File: src/rtl/core/aspl_pkg.sv
// Shared types and constants for the letterbox layout unit.
// No dependencies; imported by every module of the block.
package aspl_pkg;

   localparam int DIM_W   = 14;  // drawable size in whole pixels
   localparam int PIX_W   = 22;  // pixel size in Q.8
   localparam int ASP_W   = 19;  // aspect in Q3.16
   localparam int FRAC_W  = 16;
   localparam int PROD_W  = 41;  // pixel times aspect
   localparam int COORD_W = 24;
   localparam int SIZE_W  = 23;
   localparam int CSR_W   = 2;

   localparam logic [1:0] KIND_PRES = 2'd0;
   localparam logic [1:0] KIND_SAFE = 2'd1;
   localparam logic [1:0] KIND_FULL = 2'd2;

   localparam logic [CSR_W-1:0] CSR_WIDESCREEN = 2'd0;
   localparam logic [CSR_W-1:0] CSR_FORCED     = 2'd1;
   localparam logic [CSR_W-1:0] CSR_LOGICAL    = 2'd2;

   localparam logic [ASP_W-1:0] ASPECT_MIN       = 19'd32768;
   localparam logic [ASP_W-1:0] ASPECT_MAX       = 19'd262144;
   localparam logic [ASP_W-1:0] ASPECT_FIELD_MAX = 19'd524287;
   localparam logic [ASP_W-1:0] LOGICAL_RESET    = 19'd87381;
   localparam logic [SIZE_W-1:0] SIZE_MAX        = 23'd8388607;
   localparam logic signed [COORD_W-1:0] COORD_MAX = 24'sd8388607;
   localparam logic signed [COORD_W-1:0] COORD_MIN = -24'sd8388608;

   typedef struct packed {
      logic [DIM_W-1:0] surf_width;
      logic [DIM_W-1:0] surf_height;
   } req_type;

   typedef struct packed {
      logic [1:0]                rect_kind;
      logic signed [COORD_W-1:0] rect_x;
      logic signed [COORD_W-1:0] rect_y;
      logic [SIZE_W-1:0]         rect_width;
      logic [SIZE_W-1:0]         rect_height;
      logic [ASP_W-1:0]          view_aspect;
      logic                      stretch_mode;
      logic                      last;
   } rsp_type;

   typedef struct packed {
      logic signed [COORD_W-1:0] x;
      logic signed [COORD_W-1:0] y;
      logic [SIZE_W-1:0]         w;
      logic [SIZE_W-1:0]         h;
   } rect_type;

endpackage

File: src/rtl/core/aspl_div.sv
// Pipelined restoring divider, one quotient bit per stage, sideband carried along.
// Flags overflow when the quotient does not fit QUO_W bits. Uses aspl_pkg.
module aspl_div #(
   parameter int NUM_W  = 38,
   parameter int DEN_W  = 19,
   parameter int QUO_W  = 25,
   parameter int SIDE_W = 1
) (
   input  logic              clock,
   input  logic              reset,
   input  logic              en,
   input  logic              in_valid,
   input  logic [NUM_W-1:0]  num,
   input  logic [DEN_W-1:0]  den,
   input  logic [SIDE_W-1:0] side_in,
   output logic              out_valid,
   output logic [QUO_W-1:0]  quo,
   output logic              ovf,
   output logic [SIDE_W-1:0] side_out
);
   import aspl_pkg::*;

   localparam int HI_W  = NUM_W - QUO_W;
   localparam int EXT_W = (HI_W > DEN_W) ? HI_W : DEN_W;

   logic [EXT_W-1:0]  hi_ext;
   logic [EXT_W-1:0]  den_ext;
   logic              valid_ff [0:QUO_W];
   logic [DEN_W-1:0]  rem_ff   [0:QUO_W];
   logic [QUO_W-1:0]  word_ff  [0:QUO_W];
   logic [DEN_W-1:0]  den_ff   [0:QUO_W];
   logic              ovf_ff   [0:QUO_W];
   logic [SIDE_W-1:0] side_ff  [0:QUO_W];

   assign hi_ext  = EXT_W'(num[NUM_W-1:QUO_W]);
   assign den_ext = EXT_W'(den);

   always_ff @(posedge clock) begin
      if (reset) begin
         valid_ff[0] <= 1'b0;
      end else if (en) begin
         valid_ff[0] <= in_valid;
      end
   end

   always_ff @(posedge clock) begin
      if (en) begin
         rem_ff[0]  <= hi_ext[DEN_W-1:0];
         word_ff[0] <= num[QUO_W-1:0];
         den_ff[0]  <= den;
         ovf_ff[0]  <= (hi_ext >= den_ext);
         side_ff[0] <= side_in;
      end
   end

   for (genvar g = 0; g < QUO_W; g++) begin : g_step
      logic [DEN_W:0] trial;
      logic [DEN_W:0] diff;
      logic           take;

      assign trial = {rem_ff[g], word_ff[g][QUO_W-1]};
      assign diff  = trial - {1'b0, den_ff[g]};
      assign take  = (trial >= {1'b0, den_ff[g]});

      always_ff @(posedge clock) begin
         if (reset) begin
            valid_ff[g+1] <= 1'b0;
         end else if (en) begin
            valid_ff[g+1] <= valid_ff[g];
         end
      end

      always_ff @(posedge clock) begin
         if (en) begin
            rem_ff[g+1]  <= take ? diff[DEN_W-1:0] : trial[DEN_W-1:0];
            word_ff[g+1] <= {word_ff[g][QUO_W-2:0], take};
            den_ff[g+1]  <= den_ff[g];
            ovf_ff[g+1]  <= ovf_ff[g];
            side_ff[g+1] <= side_ff[g];
         end
      end
   end

   assign out_valid = valid_ff[QUO_W];
   assign quo       = word_ff[QUO_W];
   assign ovf       = ovf_ff[QUO_W];
   assign side_out  = side_ff[QUO_W];

endmodule

File: config.mk
export PLATFORM = sky130hd
export DESIGN_NAME = aspl_div
export DESIGN_NICKNAME = d
export VERILOG_FILES = /design/src/rtl/core/aspl_pkg.sv /design/src/rtl/core/aspl_div.sv
export SDC_FILE = /design/constraint.sdc
export NUM_CORES = 2
export LEC_CHECK = 0
export BUFFER_PORTS_ARGS = -buffer_cell sky130_fd_sc_hd__buf_2
export CAP_MARGIN = 20
export CORE_ASPECT_RATIO = 0.9
export CORE_UTILIZATION = 38
export DETAILED_ROUTE_END_ITERATION = 10
export PLACE_DENSITY = 0.59
export SYNTH_ARGS = -nofsm -noshare
export SYNTH_HDL_FRONTEND = slang
export SYNTH_SLANG_ARGS = --single-unit
File: constraint.sdc
create_clock -name clock -period 4.67 [get_ports clock]
set_clock_uncertainty 0.15 [all_clocks]
set_input_delay 1.401 -clock clock [delete_from_list [all_inputs] [get_ports clock]]
set_output_delay 1.401 -clock clock [all_outputs]
set_load 0.1 [all_outputs]
==> results.py <==
metrics = {
    "status": {
        "status": "finished, final reports clean",
    },
    "worst_hold_path": {
        "hold_depth": 0,
        "hold_end": "word_ff[3][36]",
        "hold_start": "word_ff[3][10]",
        "min_path_type": "reg2reg",
    },
    "worst_setup_path": {
        "critPathLaunch": "den_ff[0][38]",
        "r2r-start": "den_ff[0][38]",
        "regToRegEndpoint": "rem_ff[0][64]",
        "end_kind": "register",
        "start_kind": "register",
        "rr_worst_depth": 11,
        "cp_max_fo": 20,
        "critPathKind": "reg2reg",
        "worst_ep_arrival_time_ns": 4.28,
        "reg2reg_slack_ns": 0.79,
        "critPathRequiredTime_ns": 5.07,
    },
    "clock_tree": {
        "cts_buffer_depth": 3,
        "cts_sinks": 1672,
        "cts-root-buf": "clkbuf_16",
        "cts_hold_buffers": 0,
        "clk_pin_slew_ns": 0.06,
        "postCtsResizedCells": 0,
        "cts_setup_buffers": 0,
        "cts_max_level": 4,
        "numCtsBuffers": 181,
        "clock_latency_ns": 0.83,
        "tritoncts": "yes",
    },
    "sta": {
        "max_freq_mhz": 258,
        "rsz0062_at_grt": "no",
        "finalWorstPathRequiredPeriod_ns": 3.88,
        "finalSetupViolCount": 0,
        "slew_violations": 0,
        "hold_viol": 0,
        "tightest_slew_ns": 0.966,
        "slew_headroom": 0.354,
        "period_share": 0.831,
        "fin_setup_tns_ns": 0,
    },
    "logic_synthesis": {
        "synth.distinct_cells": 95,
        "syn_avg_cell_area_sq_um": 13.6,
        "syn_area_sq_um": 78600,
        "synth-edff-count": 1672,
        "yosysWarnings": 0,
        "syn_nets": 6357,
        "synthFlopType": "edfxtp_1",
        "seq_area_frac_synth": 0.639,
        "synth_cells": 5788,
        "ys_seq_elements": 1672,
        "postSynth.asyncResetShare": 0,
    },
    "detailed_routing": {
        "avgViaCountPerCell": 5.02,
        "drtAntennaViolNets": 0,
        "wl_met3_um": 6510,
        "routed_wl_um": 153000,
        "avgRoutedWirePerCell_um": 17.1,
        "vias": 44700,
        "drt_first_pass_iters": 5,
        "first_iter_violations": 3349,
        "drc": 0,
        "topRoutingLayerUsed": "met4",
        "wl_met2_um": 71100,
        "wl_met1_um": 71600,
    },
    "floorplan": {
        "io_pins": 90,
        "coreArea_sq_um": 206000,
        "dieArea_sq_um": 209000,
        "initial_utilization": 0.382,
        "fp-row-count": 158,
        "die_x_um": 481,
        "fp.dieH_um": 434,
    },
    "final_layout": {
        "finalNonFillerCells": 8895,
        "syn2layout_area_growth_pct": 12.8,
        "nets": 6587,
        "nFillCells": 18700,
        "drive_gt1_frac": 0.104,
    },
    "global_routing": {
        "grt_max_degree": 110,
        "grt_first_pass_wirelength_um": 242000,
        "grt_use_total": 0.146,
        "antenna_found_initial": 2,
        "grt_pass1_vias": 44100,
        "grt_overflow": 0,
    },
    "placement": {
        "post-place-cells": 8554,
        "io_buffers": 89,
        "hpwl_um": 107000,
        "place_congestion": 0.883,
    },
    "power": {
        "power_density_nw_per_um2": 635,
        "irDropWorstVdd_uv": 311,
        "leakagePower_nw": 34.4,
    },
    "flow_run": {
        "max_cap_viol_count": 0,
    },
}
-- cells by family after synthesis --
group / share of synthesized area
XOR/XNOR: 0.0378
buffers and inverters: 0.0358
multiplexers: 0.0382
adder cells (fa/ha/maj): 0.0830
AO/OA/AOI/OAI: 0.103
flip-flops: 0.639
AND/OR/NAND/NOR: 0.0633
-- worst max-delay path, cell delays in order, from the launching register on --
cell	delay, ns
edfxtp_1	0.40
ha_1	0.23
fa_1	0.41
nor2b_1	0.19
o31a_1	0.21
o211a_1	0.23
o21ai_1	0.14
a31oi_1	0.33
o211ai_1	0.16
nand2_1	0.11
a211o_1	0.65
mux2_1	0.39
-- layout by cell type, fill, tap and decap left out, drive strengths merged, types with 24 or more instances in the layout --
cell type     n
and2         32
a21o        151
inv         610
nand4        56
xor2        135
nand3        66
clkinv       77
ha          483
fa           24
buf         150
a21boi       26
nor2        261
o31a         25
edfxtp     1672
clkbuf      226
a211oi       38
nor3        100
xnor2       204
nor2b        60
and3         27
mux2i        34
o21ai       308
mux2        235
nand2       293
nand2b       53
o21a         82
a31oi        46
a21oi       354
o31ai        34
o21bai       37
-- cell usage after synthesis (16+ instances only) --
library cell	n	area share
edfxtp_1	1672	0.64
buf_4	28	0.0027
a211oi_1	34	0.0032
a2111oi_0	16	0.0018
o21a_1	82	0.0078
xor2_1	135	0.015
or3_1	19	0.0015
inv_1	597	0.029
nor2b_1	60	0.0048
a21o_1	151	0.014
and2_1	32	0.0025
a31oi_1	45	0.0036
mux2i_1	34	0.0043
nand2b_1	53	0.0042
and3_1	27	0.0021
nand2_1	293	0.014
o211ai_1	21	0.0020
a21oi_1	353	0.022
o21bai_1	37	0.0035
clkbuf_1	33	0.0016
xnor2_1	204	0.023
mux2_2	162	0.023
nand4_1	56	0.0045
a211o_1	17	0.0019
mux2_1	69	0.0099
o31ai_1	33	0.0032
fa_1	24	0.0061
nor2_1	260	0.012
a21boi_0	25	0.0024
nand3_1	66	0.0042
ha_1	483	0.077
nor3_1	96	0.0061
buf_2	34	0.0022
o31a_1	25	0.0028
o21ai_0	292	0.019
nor4_1	17	0.0014
-- where the power goes --
part           leakage, nW  switching [mW]  internal, mW
Combinational         15.2            10.8          8.87
Sequential            16.4            1.68          20.6
Clock                 2.87            6.13          8.16
Total                 34.4            18.6          37.6
-- stage by stage --
step	hold slack [ns]	worst slack (ns)	area [sq um]	utilization	power [mW]
CTS	0.203	0.786	88600	0.431	56.8
finish	0.216	0.791	88600	0.431	56.3
global placement	0.250	0.881	82600	0.402	41.8
floorplan	0.250	1.41	78600	-	37.1
global route	0.209	0.448	88600	0.431	60.0
detailed placement	0.255	0.847	82600	0.402	42.1
-- worst max path at each step --
stage / end / slack (ns)
after global routing: rem_ff[0][64] / 0.45
after CTS: rem_ff[0][64] / 0.79
after detailed placement: rem_ff[0][68] / 0.85
after global placement: rem_ff[1][28] / 0.88
final: rem_ff[0][64] / 0.79
after floorplan: rem_ff[0][25] / 1.41
-- routing by layer --
layer / GRT usage / up-vias
li1: - / 22000
met1: 0.198 / 21600
met2: 0.237 / 779
met3: 0.0276 / 230
met4: 0.0408 / 0
met5: 0 / -
-- area by class of cell --
class / instances / area [sq um] / share of cell area
Tap cell: 2720 / 3400 / 0.0384
Clock buffer: 226 / 4720 / 0.0532
Antenna cell: 1 / 2.50 / 0.0000282
Multi-Input combinational cell: 3411 / 25600 / 0.289
Timing Repair Buffer: 150 / 1150 / 0.0130
Inverter: 602 / 2260 / 0.0255
Sequential cell: 1672 / 50200 / 0.566
Clock inverter: 113 / 1260 / 0.0142
-- state kept, by name, indices dropped and copies added, names as in the netlist --
signal    flops
rem_ff      469
side_ff      26
ovf_ff       26
den_ff      475
word_ff     650
valid_ff     26
Note: power is estimated with default switching activity, not from simulation.
